File: config.mk
export PLATFORM = sky130hd
export DESIGN_NAME = lattice_coefficient_compress
export DESIGN_NICKNAME = d
export VERILOG_FILES = /design/src/hdl/lcc_pkg.sv /design/src/hdl/lattice_coefficient_compress.sv
export VERILOG_INCLUDE_DIRS = /design/src /design/src/hdl
export SDC_FILE = /design/constraint.sdc
export NUM_CORES = 1
export LEC_CHECK = 0
export ABC_CLOCK_PERIOD_IN_PS = 13200
export CORE_UTILIZATION = 61
export CTS_BUF_LIST = sky130_fd_sc_hd__clkbuf_16
export DETAILED_ROUTE_END_ITERATION = 10
export DONT_BUFFER_PORTS = 1
export MAX_ROUTING_LAYER = met4
export PLACE_DENSITY_LB_ADDON = 0.15
export SYNTH_ARGS = -nofsm -noshare
export SYNTH_HDL_FRONTEND = slang
export SYNTH_SLANG_ARGS = --single-unit
File: constraint.sdc
create_clock -name clk -period 13.2 [get_ports clk]
set_input_delay 2.64 -clock clk [delete_from_list [all_inputs] [get_ports clk]]
set_output_delay 2.64 -clock clk [all_outputs]
set_load 0.01 [all_outputs]
File: src/hdl/assert_macros.svh
// ---------------------------------------------------------------------------
// Assertion macros
// Shared concurrent assertion shorthands for the RTL in this folder.
// ---------------------------------------------------------------------------
`ifndef ASSERT_MACROS_SVH
`define ASSERT_MACROS_SVH

// Checks a property on every rising edge of clk while rst_n is high.
`define ASSERT_CLK(label, prop, msg) \
  label: assert property (@(posedge clk) disable iff (!rst_n) (prop)) else $error(msg);

// Checks a property on every rising edge of clk, during reset as well.
`define ASSERT_ALWAYS(label, prop, msg) \
  label: assert property (@(posedge clk) (prop)) else $error(msg);

`endif

File: src/hdl/lcc_pkg.sv
// ---------------------------------------------------------------------------
// lcc_pkg
// Constants and widths for the lattice coefficient compression datapath.
// ---------------------------------------------------------------------------
package lcc_pkg;

  // Modulus and rounding offset.
  localparam int unsigned KYBER_Q = 3329;
  localparam int unsigned HALF_Q  = KYBER_Q / 2;

  // Legal range and reset value of the compressed bit count D.
  localparam int unsigned D_MIN   = 1;
  localparam int unsigned D_MAX   = 11;
  localparam int unsigned D_RESET = 10;

  // Field widths.
  localparam int unsigned COEFF_W = 13;
  localparam int unsigned DBITS_W = 4;
  localparam int unsigned QUOT_W  = 12;
  localparam int unsigned COMP_W  = 11;
  localparam int unsigned REM_W   = 12;

  // Internal widths: the scaled product a * 2^D needs COEFF_W + D_MAX bits.
  localparam int unsigned PROD_W  = COEFF_W + D_MAX;
  localparam int unsigned QMAG_W  = 13;
  localparam int unsigned QSGN_W  = QMAG_W + 1;
  localparam int unsigned WIDE_W  = PROD_W + 1;

  // Reciprocal of q: floor(n * RECIP_M / 2^RECIP_SHIFT) equals floor(n / q)
  // for every n below 2^24, which covers |a * 2^D| + q/2.
  localparam int unsigned RECIP_SHIFT = 36;
  localparam int unsigned RECIP_W     = 25;
  localparam logic [RECIP_W-1:0] RECIP_M = 25'd20642679;
  localparam int unsigned MUL_W       = PROD_W + RECIP_W;

  typedef logic [DBITS_W-1:0] dbits_t;

endpackage

File: src/hdl/lattice_coefficient_compress.sv
// ---------------------------------------------------------------------------
// lattice_coefficient_compress
// Scales one signed coefficient modulo 3329 by 2^D and divides by q.
// ---------------------------------------------------------------------------
// The block takes one coefficient word per clock cycle and never asserts
// busy, so start may be held high for a whole stream. Each word goes through
// an input register and a result register. Its result is shown when it
// leaves the result register, marked by a one-cycle out_valid strobe. The
// receiver cannot stall the block and must take every result word in the
// cycle it is shown. One word per cycle is sustained because all the
// arithmetic for a word, including the single reciprocal multiplier, sits
// between the two registers with nothing iterative. The bit count D is
// written through cfg_we and cfg_d_bits and should only be changed while no
// word is in flight; a value of 0 acts as D = 1 and values above 11 act as
// D = 11.
module lattice_coefficient_compress
  import lcc_pkg::*;
(
  input  logic                      clk,
  input  logic                      rst_n,
  // Input word.
  input  logic                      start,
  output logic                      busy,
  input  logic signed [COEFF_W-1:0] in_coeff,
  // Configuration.
  input  logic                      cfg_we,
  input  logic [DBITS_W-1:0]        cfg_d_bits,
  // Result word.
  output logic                      out_valid,
  output logic signed [QUOT_W-1:0]  out_signed_quotient,
  output logic [COMP_W-1:0]         out_compressed,
  output logic signed [REM_W-1:0]   out_scaled_remainder
);

`include "assert_macros.svh"

  // The pipeline never holds off new words.
  assign busy = 1'b0;

  // Configuration register.
  dbits_t d_bits_r;
  dbits_t d_eff;

  always_ff @(posedge clk) begin
    if (!rst_n) begin
      d_bits_r <= DBITS_W'(D_RESET);
    end else if (cfg_we) begin
      d_bits_r <= cfg_d_bits;
    end
  end

  // Out-of-range codes are clamped onto the legal range of D.
  always_comb begin
    d_eff = d_bits_r;
    if (d_bits_r < DBITS_W'(D_MIN)) begin
      d_eff = DBITS_W'(D_MIN);
    end else if (d_bits_r > DBITS_W'(D_MAX)) begin
      d_eff = DBITS_W'(D_MAX);
    end
  end

  // Input register.
  logic               in_valid_r;
  logic [COEFF_W-1:0] coeff_r;

  always_ff @(posedge clk) begin
    if (!rst_n) begin
      in_valid_r <= 1'b0;
    end else begin
      in_valid_r <= start;
    end
  end

  always_ff @(posedge clk) begin
    if (start) begin
      coeff_r <= in_coeff;
    end
  end

  // Datapath. The product a * 2^D is rounded to the nearest multiple of q.
  // Since q is odd no exact half occurs, so rounding the magnitude and
  // restoring the sign gives the symmetric rounding directly.
  logic [PROD_W-1:0] prod;
  logic              prod_neg;
  logic [PROD_W-1:0] prod_mag;
  logic [PROD_W-1:0] round_in;
  logic [MUL_W-1:0]  recip_prod;
  logic [QMAG_W-1:0] quot_mag;
  logic [QSGN_W-1:0] quot;
  logic [WIDE_W-1:0] quot_ext;
  logic [WIDE_W-1:0] quot_times_q;
  logic [WIDE_W-1:0] rem_wide;
  logic [QUOT_W-1:0] dmask_wide;
  logic [COMP_W-1:0] dmask;

  always_comb begin
    prod       = {{(PROD_W-COEFF_W){coeff_r[COEFF_W-1]}}, coeff_r} << d_eff;
    prod_neg   = prod[PROD_W-1];
    prod_mag   = prod_neg ? (PROD_W'(0) - prod) : prod;
    round_in   = prod_mag + PROD_W'(HALF_Q);
    recip_prod = MUL_W'(round_in) * MUL_W'(RECIP_M);
    quot_mag   = recip_prod[RECIP_SHIFT +: QMAG_W];
    quot       = prod_neg ? (QSGN_W'(0) - {1'b0, quot_mag}) : {1'b0, quot_mag};

    // quot * 3329 as shift-and-add, since 3329 = 2^11 + 2^10 + 2^8 + 1.
    quot_ext     = {{(WIDE_W-QSGN_W){quot[QSGN_W-1]}}, quot};
    quot_times_q = (quot_ext << 11) + (quot_ext << 10) + (quot_ext << 8) + quot_ext;
    rem_wide     = {prod[PROD_W-1], prod} - quot_times_q;

    // Adding q to a negative coefficient shifts the quotient by exactly 2^D,
    // which the D-bit mask removes, so the compressed value is the low D
    // bits of the signed quotient.
    dmask_wide = (QUOT_W'(1) << d_eff) - QUOT_W'(1);
    dmask      = dmask_wide[COMP_W-1:0];
  end

  // Result register.
  logic              out_valid_r;
  logic [QUOT_W-1:0] quot_r;
  logic [COMP_W-1:0] comp_r;
  logic [REM_W-1:0]  rem_r;

  always_ff @(posedge clk) begin
    if (!rst_n) begin
      out_valid_r <= 1'b0;
    end else begin
      out_valid_r <= in_valid_r;
    end
  end

  always_ff @(posedge clk) begin
    if (in_valid_r) begin
      quot_r <= quot[QUOT_W-1:0];
      comp_r <= quot[COMP_W-1:0] & dmask;
      rem_r  <= rem_wide[REM_W-1:0];
    end
  end

  assign out_valid            = out_valid_r;
  assign out_signed_quotient  = quot_r;
  assign out_compressed       = comp_r;
  assign out_scaled_remainder = rem_r;

  // Every accepted word yields a result strobe from the result register.
  `ASSERT_CLK(a_result_follows_start, out_valid_r == $past(start, 2) || !$past(rst_n, 2), "result strobe does not match accepted word")
  // The rounding leaves a remainder of at most half of q in magnitude.
  `ASSERT_CLK(a_remainder_range, in_valid_r |-> ($signed(rem_wide) <= $signed(WIDE_W'(HALF_Q)) && $signed(rem_wide) >= -$signed(WIDE_W'(HALF_Q))), "remainder outside half of q")
  // The compressed value never has bits at or above D.
  `ASSERT_CLK(a_compressed_masked, out_valid_r |-> (out_compressed & ~dmask) == '0, "compressed value exceeds D bits")
  // Nothing is strobed out in the cycle after reset.
  `ASSERT_ALWAYS(a_no_result_after_reset, !$past(rst_n) |-> !out_valid_r, "result strobe right after reset")

endmodule

# After elaboration in Yosys (flattened, before gate mapping)
# Cells that the tools add are included.
# classes
add_sub_neg,8
mul,1
n_div,0
magnitude_cmp,2
eq_ne,0
shifts,2
n_mux,4
bitwise,1
reduce_logical,0
# op_table
cell,count
24-bit by 25-bit multiplier with 48-bit output (second input constant),1
12-bit adder,3
24-bit by 11-bit adder with 24-bit output (second input constant),1
24-bit two-way mux,1
24-bit by 4-bit left shift with 24-bit output,1
1-bit by 24-bit subtractor with 24-bit output (first input constant),1
12-bit two-way mux,1
1-bit by 12-bit subtractor with 12-bit output (first input constant),1
12-bit subtractor,1
11-bit bitwise AND,1
1-bit by 4-bit left shift with 11-bit output (first input constant),1
11-bit by 2-bit subtractor with 11-bit output (second input constant),1
4-bit two-way mux,2
4-bit greater-than comparator (second input constant),1
4-bit by 1-bit < comparator with 1-bit output (second input constant),1
# word_totals
regBits,54
latchBits,0
mem_bits_rw,0
romBits,0
inputBits,21
wordCells,25
n_memories,0

# Depth between registers and ports, before layout
# Gate-level depths: netlist (run 1).
# depth
word_depth,14
ltp_mapped,57
mapped_depth_nobuf,53

# Worst setup path before layout (run 1)
# Ideal clock, no wire load.
# synth_path
path_type,reg2reg
from,reg d_bits_r[0]
to,"reg rem_r[11], in the netlist out_scaled_remainder[11], data pin"
setup_time_ns,0.268
t_arrival_ns,13.166
required_time_ns,12.932
slack_ns,-0.234
path_stages_with_launch,55
path_buffers,7
path_cell_list,dfxtp_1 buf_6 buf_4 buf_6 buf_6 buf_2 o21ai_0 a311oi_1 a31oi_1 nand2_1 a211o_1 buf_4 o31ai_1 xor2_1 ha_1 nor2_1 nor3b_4 a31oi_1 [19 not listed] nor2_1 inv_1 ha_1 nand2b_1 o41ai_1 xnor2_1 inv_1 fa_1 inv_1 ha_1 fa_1 xor2_1 xnor2_1 xnor2_1 xnor2_1 xnor2_1 xnor2_1 xnor3_1
# synth_between
elab_chain_len,14
elab_cells_between_ends,15
# synth_lines
item,line,source
"start, declared",lattice_coefficient_compress.sv:41,dbits_t d_bits_r;
"start signal, assigned",lattice_coefficient_compress.sv:46,d_bits_r <= DBITS_W'(D_RESET);
"start signal, assigned",lattice_coefficient_compress.sv:48,d_bits_r <= cfg_d_bits;
4-bit greater-than comparator,lattice_coefficient_compress.sv:57,end else if (d_bits_r > DBITS_W'(D_MAX)) begin
4-bit two-way mux,lattice_coefficient_compress.sv:57,
4-bit two-way mux (*),lattice_coefficient_compress.sv:55,if (d_bits_r < DBITS_W'(D_MIN)) begin
24-bit by 4-bit left shift with 24-bit output (*),lattice_coefficient_compress.sv:97,"prod = {{(PROD_W-COEFF_W){coeff_r[COEFF_W-1]}}, coeff_r} << d_eff;"
1-bit by 24-bit subtractor with 24-bit output,lattice_coefficient_compress.sv:99,prod_mag = prod_neg ? (PROD_W'(0) - prod) : prod;
24-bit two-way mux,lattice_coefficient_compress.sv:99,
24-bit by 11-bit adder with 24-bit output,lattice_coefficient_compress.sv:100,round_in = prod_mag + PROD_W'(HALF_Q);
24-bit by 25-bit multiplier with 48-bit output,lattice_coefficient_compress.sv:101,recip_prod = MUL_W'(round_in) * MUL_W'(RECIP_M);
1-bit by 12-bit subtractor with 12-bit output,lattice_coefficient_compress.sv:103,"quot = prod_neg ? (QSGN_W'(0) - {1'b0, quot_mag}) : {1'b0, quot_mag};"
12-bit two-way mux (*),lattice_coefficient_compress.sv:103,
net quot[0],lattice_coefficient_compress.sv:89,logic [QSGN_W-1:0] quot;
12-bit adder (2 in a row),lattice_coefficient_compress.sv:107,quot_times_q = (quot_ext << 11) + (quot_ext << 10) + (quot_ext << 8) + quot_ext;
12-bit adder (*),lattice_coefficient_compress.sv:107,
12-bit subtractor (*),lattice_coefficient_compress.sv:108,"rem_wide = {prod[PROD_W-1], prod} - quot_times_q;"
net rem_wide[11],lattice_coefficient_compress.sv:92,logic [WIDE_W-1:0] rem_wide;
"end signal, assigned",lattice_coefficient_compress.sv:135,rem_r <= rem_wide[REM_W-1:0];
"end, declared",lattice_coefficient_compress.sv:121,logic [REM_W-1:0] rem_r;
# The timed path passes the listed nets; every way through them passes the cells marked *.
# A chain may end at the register's enable or synchronous reset.

# Final worst setup path (run 1)
# layout_path
from,reg d_bits_r[0]
to,"reg rem_r[11], in the netlist out_scaled_remainder[11], data pin"
# layout_between
elab_cells_between_ends,15
# layout_rtl
item,line
4-bit greater-than comparator,lattice_coefficient_compress.sv:57
4-bit two-way mux,lattice_coefficient_compress.sv:57
4-bit two-way mux (*),lattice_coefficient_compress.sv:55
24-bit by 4-bit left shift with 24-bit output (*),lattice_coefficient_compress.sv:97
1-bit by 24-bit subtractor with 24-bit output,lattice_coefficient_compress.sv:99
24-bit two-way mux,lattice_coefficient_compress.sv:99
24-bit by 11-bit adder with 24-bit output,lattice_coefficient_compress.sv:100
24-bit by 25-bit multiplier with 48-bit output,lattice_coefficient_compress.sv:101
1-bit by 12-bit subtractor with 12-bit output,lattice_coefficient_compress.sv:103
12-bit two-way mux (*),lattice_coefficient_compress.sv:103
net quot[10],lattice_coefficient_compress.sv:89
12-bit adder (*),lattice_coefficient_compress.sv:107
12-bit subtractor (*),lattice_coefficient_compress.sv:108
net rem_wide[11],lattice_coefficient_compress.sv:92
# Marked as above.

==> qor.yml, run 1 <==
timing:
  slew_headroom_pct: 50.05
  layout_worst_path_cycle_share_pct: 97.53
  period_needed_ns: 12.87
  final-setup-viol-count: 0
  slew_violations: 0
  fmax_mhz: 77.68
  hold_viol_final: 0
  hold_ws_ns: 0.5288
  fin_skew_ns: 0.008997
  tightest_slew_ns: 0.7439
worst_setup_path:
  cp-start-kind: "flip-flop"
  cp.arrival_ns: 12.92
  crit_top_cell: "buf_4"
  ff2ff_path_depth: 48
  crit_path_end_kind: "flip-flop"
  crit_path_max_incr_delay_ns: 0.61
  crit_type: "reg -> reg"
  critPathSlowestCell: "fa_1"
  critPathMaxFanout: 15
  crit_required_ns: 13.25
place:
  globalplace.congestion: 1.036
  dp_hpwl_mm: 42.60
  numPortBuffers: 0
cts:
  clockBufferDepth: 2
  clk_pin_slew_ns: 0.08
  h-tree-depth: 2
  clock_latency_ns: 0.30
  cts-root-buf: "clkbuf_16"
  cts_tree: "done"
  cts_sinks: 54
  numCtsBuffers: 5
hold_path:
  hold_path_depth: 0
  hp-class: "reg -> reg"
yosys:
  synth_ff_type: "edfxtp_1"
  postSynthCellCount: 1757
  ys_async_sr_fraction_pct: 0
  ys_warn_count: 0
  synth_cell_type_count: 93
  postSynthAreaPerCell_um2: 9.537
  yosysSeqAreaShare_pct: 9.319
  ys_ff_latch: 54
  synth_edf_count: 48
  netlist_area_um2: 16760
final_layout:
  areaGrowthSynthToFinish_pct: 21.85
  layout-drive-gt1-share_pct: 24.70
  diodes: 0
  fin_util_pct: 75.76
  n_fill_cell: 1905
  layout.nets: 2564
grt:
  grt_max_degree: 46
  grt_pass1_wl_mm: 75.84
  overflow: 0
  antenna_found_initial: 0
  track_usage_pct: 36.65
  grt_pass1_vias: 13970
floorplan:
  fp.dieH_um: 167.7
  coreArea_um2: 26950
  num_io_pins: 58
  die_w_um: 167.7
  start_util_pct: 62.17
  num_rows: 60
  dieArea_um2: 28140
route:
  wl_per_cell_um: 20.79
  drt_iter0_drc: 1173
  vias: 13780
  dr.pass1.iters: 8
  via_per_inst: 5.806
  antenna_left: 0
  drc: 0
  routed_wl_mm: 49.34
status:
  status: "finished, final reports clean"
run:
  drv_cap: 0
-- timing repair --
action | CTS | global route
gates resized for setup | 45 | 141
setup buffers | 6 | 23
hold buffers | 0 | 0
pin swaps | 21 | 76
setup endpoints to repair | 1 | 3
-- cell usage in the layout, fill, tap and decap left out, drive strengths merged, types with 16 or more instances in the layout --
| cell type | n |
|---|---|
| inv | 442 |
| buf | 308 |
| fa | 283 |
| ha | 229 |
| nand2 | 73 |
| a21oi | 69 |
| xnor2 | 60 |
| nor2 | 51 |
| o21ai | 51 |
| edfxtp | 48 |
| xor2 | 27 |
| a21o | 26 |
| nand3 | 23 |
| nor3 | 22 |
| o211ai | 19 |
| nor2b | 17 |
| or2 | 17 |
| and2 | 16 |
-- per-layer routing --
metal | wire [um] | GRT usage, % | part of all wire (%)
met1 | 20720 | 49.38 | 42
met5 | 0 | - | 0
met4 | 1751 | 11.01 | 3.5
met3 | 3482 | 5.838 | 7.1
met2 | 23380 | 57.14 | 47
-- path summary, 6_finish.rpt --
check / endpoint / slack (ns) / from
hold / removal: out_compressed[0] / 0.53 / in_valid_r
setup / recovery: out_scaled_remainder[11] / 0.33 / d_bits_r[0]
hold reg to reg: out_compressed[0] / 0.53 / in_valid_r
setup reg to reg: out_scaled_remainder[11] / 0.33 / d_bits_r[0]
-- Yosys cell counts, drive strengths merged, types with 12 or more instances --
cell type | number | share of area (%)
a21o | 26 | 1.2
a21oi | 69 | 2.1
and2 | 16 | 0.60
buf | 30 | 1.1
clkbuf | 17 | 0.38
edfxtp | 48 | 8.6
fa | 283 | 34
ha | 229 | 17
inv | 440 | 9.9
mux2i | 14 | 0.84
nand2 | 73 | 1.6
nand2b | 12 | 0.45
nand3 | 23 | 0.72
nand4 | 14 | 0.52
nor2 | 51 | 1.1
nor2b | 17 | 0.63
nor3 | 22 | 0.69
o211ai | 19 | 0.85
o21ai | 51 | 1.5
or2 | 17 | 0.63
xnor2 | 60 | 3.2
xor2 | 27 | 1.4
-- cells by family after synthesis --
group / share of synthesized area (%)
adders and majority gates: 50.91
buffers and inverters: 11.42
AOI/OAI and AO/OA: 12.44
and+or+nand+nor: 9.446
xor gates and xnor gates: 5.040
DFF: 9.319
muxes: 1.374
other: 0.04482
-- critical path: cells and delay by family (launching register included) --
family	cells	cell delay, ns
AOI/OAI and AO/OA	9	2.29
adders and majority gates	12	5.23
DFF	1	0.37
muxes	1	0.39
xor gates and xnor gates	5	1.15
and+or+nand+nor	7	1.47
buffers and inverters	14	1.71
-- layout make-up --
type	instances	area [um^2]	area share, %
clock inverter	3	20.02	0.09805
timing repair buffer	308	2364	11.58
clock buffer	5	125.1	0.6128
tap	341	426.7	2.090
sequential	54	1569	7.685
multi-input combinational	1220	14250	69.81
inverter	442	1659	8.126
-- flip-flops by register name (all words and copies together), names as in the netlist --
register / count
out_scaled_remainder: 12
coeff_r: 13
out_valid: 1
out_signed_quotient: 12
in_valid_r: 1
out_compressed: 11
d_bits_r: 4
-- through the flow --
step                       TNS, ns  worst slack [ns]  instances  area (um^2)
after floorplan                  0           0.08070       1763        16790
after global placement     -0.2341           -0.2341       2336        19090
after detailed placement   -0.4758           -0.4758       2336        19090
after CTS                        0          0.008569       2350        19470
after global routing      -0.09298          -0.09298       2373        20420
final                            0            0.3261       2373        20420
Power of run 1 is not shown: default switching activity piles up to over one toggle a cycle in this logic, so the estimate is an artifact.
==> inputs of run 2 (changes only) <==
--- a/config.mk
+++ b/config.mk
@@ -8,11 +8,12 @@
 export LEC_CHECK = 0
 export ABC_CLOCK_PERIOD_IN_PS = 13200
 export CORE_UTILIZATION = 61
-export CTS_BUF_LIST = sky130_fd_sc_hd__clkbuf_16
+export CTS_BUF_LIST = sky130_fd_sc_hd__clkbuf_4 sky130_fd_sc_hd__clkbuf_8 sky130_fd_sc_hd__clkbuf_16
 export DETAILED_ROUTE_END_ITERATION = 10
 export DONT_BUFFER_PORTS = 1
 export MAX_ROUTING_LAYER = met4
 export PLACE_DENSITY_LB_ADDON = 0.15
+export REMOVE_ABC_BUFFERS = 1
 export SYNTH_ARGS = -nofsm -noshare
 export SYNTH_HDL_FRONTEND = slang
 export SYNTH_SLANG_ARGS = --single-unit
==> qor.yml, run 2 (synthesis gave the netlist of run 1 again) <==
status:
  status: "finished, final reports clean"
grt:
  antenna_found_initial: 0  # unchanged
  overflow: 0  # unchanged
  grt_pass1_wl_mm: 77.22  # +1.8%
  track_usage_pct: 37.52  # +0.87 points
  grt_max_degree: 45  # -2.2%
  grt_pass1_vias: 14340  # +2.7%
final_layout:
  regMostFlops: "coeff_r"
  largest_reg_flops: 13  # unchanged
  n_fill_cell: 1759  # -7.7%
  areaGrowthSynthToFinish_pct: 24.81
  mostFrequentLayoutCells: "427 x inv_1, 355 x buf_4, 269 x fa_1"
  final_common_cell: "inv_1"
  diodes: 0  # unchanged
  layout.nets: 2622  # +2.3%
  layout-drive-gt1-share_pct: 26.94  # +2.2 points
cts:
  numCtsBuffers: 5  # unchanged
  clk_pin_slew_ns: 0.08  # about the same
  clock_latency_ns: 0.30  # about the same
  cts_tree: "done"
  clockBufferDepth: 2  # unchanged
  h-tree-depth: 2  # unchanged
  cts_sinks: 54  # unchanged
  cts-root-buf: "clkbuf_16"
place:
  numPortBuffers: 0  # unchanged
  globalplace.congestion: 1.052  # +1.6%
  dp_hpwl_mm: 43.04  # +1.0%
worst_setup_path:
  cp.arrival_ns: 13.01  # +0.09 ns
  ff2ff_path_depth: 47  # -2.1%
  crit_required_ns: 13.26  # about the same
  critPathSlowestCell: "or4b_4"
  crit_path_end_kind: "flip-flop"
  crit_path_max_incr_delay_ns: 0.60  # about the same
  crit_top_cell: "buf_4"
  cp-start-kind: "flip-flop"
  critPathMaxFanout: 8  # -7
  crit_type: "reg -> reg"
timing:
  period_needed_ns: 12.95  # +0.08024 ns
  fin_skew_ns: 0.007336  # -0.001662 ns
  final-setup-viol-count: 0  # unchanged
  hold_ws_ns: 0.7717  # +0.2429 ns
  layout_worst_path_cycle_share_pct: 98.14  # +0.61 points
  slew_headroom_pct: 49.29  # -0.76 points
  slew_violations: 0  # unchanged
  tightest_slew_ns: 0.7553  # +0.01137 ns
  hold_viol_final: 0  # unchanged
  fmax_mhz: 77.20  # -0.62%
  fin_setup_tns_ns: 0  # unchanged
hold_path:
  hold_path_depth: 1  # +1
  hp-class: "reg -> reg"
run:
  drv_cap: 0  # unchanged
route:
  antenna_left: 0  # unchanged
  routed_wl_mm: 51.06  # +3.5%
  drt_iter0_drc: 1148  # -2.1%
  wl_per_cell_um: 21.00  # +1.0%
  vias: 14060  # +2.1%
  drc: 0  # unchanged
  dr.pass1.iters: 5  # -3
  via_per_inst: 5.784  # -0.37%
floorplan:
  die_w_um: 167.7  # unchanged
  fp.dieH_um: 167.7  # unchanged
  coreArea_um2: 26950  # unchanged
  num_rows: 60  # unchanged
  num_io_pins: 58  # unchanged
  start_util_pct: 62.17  # unchanged
  dieArea_um2: 28140  # unchanged
-- run 2: through the flow --
stage          worst slack (ns)  utilization [%]  area, um^2  instances
2_1_floorplan           -0.8051                -       16520       1716
3_5_place_dp            -0.5883            71.89       19380       2380
5_1_grt                 -0.1926            77.60       20910       2431
4_1_cts                0.006140            73.51       19810       2391
6_report                 0.2459            77.60       20910       2431
3_3_place_gp            -0.2382            71.89       19380       2380
-- run 2: routing by layer --
| metal | track usage [%] | wire length (um) |
|---|---|---|
| met5 | - | 0 |
| met4 | 11.73 | 1967 |
| met1 | 48.44 | 20410 |
| met2 | 58.39 | 24320 |
| met3 | 9.100 | 4354 |
-- run 2: layout make-up --
type                       count  area [um^2]  share of cell area [%]
clock buffer                   5        125.1                  0.5983
tap                          341        426.7                   2.040
sequential                    54         1577                   7.538
inverter                     442         1659                   7.933
multi-input combinational   1220        14250                   68.12
timing repair buffer         366         2850                   13.63
clock inverter                 3        28.78                  0.1376
-- run 2: worst max-delay path, delay by kind of cell, from the launching register on --
kind | cells | cell delay, ns
fa+ha+maj | 13 | 5.47
simple gates | 9 | 2.02
compound gates | 9 | 2.33
flops | 1 | 0.40
xor+xnor | 3 | 0.90
buf+inv | 13 | 1.56
-- run 2: timing repair --
action / CTS / global route
endpoints found under the hold margin: 0 / 0
resized for setup: 54 / 153
setup endpoints to repair: 2 / 3
hold buffers: 0 / 0
gates cloned: 0 / 2
pin swaps: 19 / 89
setup buffers: 3 / 39
-- run 2: path summary, 6_finish.rpt --
| check | startpoint | to | slack, ns |
|---|---|---|---|
| worst max-delay path | d_bits_r[0] | out_scaled_remainder[11] | 0.25 |
| worst min-delay path | in_valid_r | out_compressed[8] | 0.77 |
| worst max register to register | d_bits_r[0] | out_scaled_remainder[11] | 0.25 |
| worst min register to register | in_valid_r | out_compressed[8] | 0.77 |
Power of run 2 is left out for the same reason.
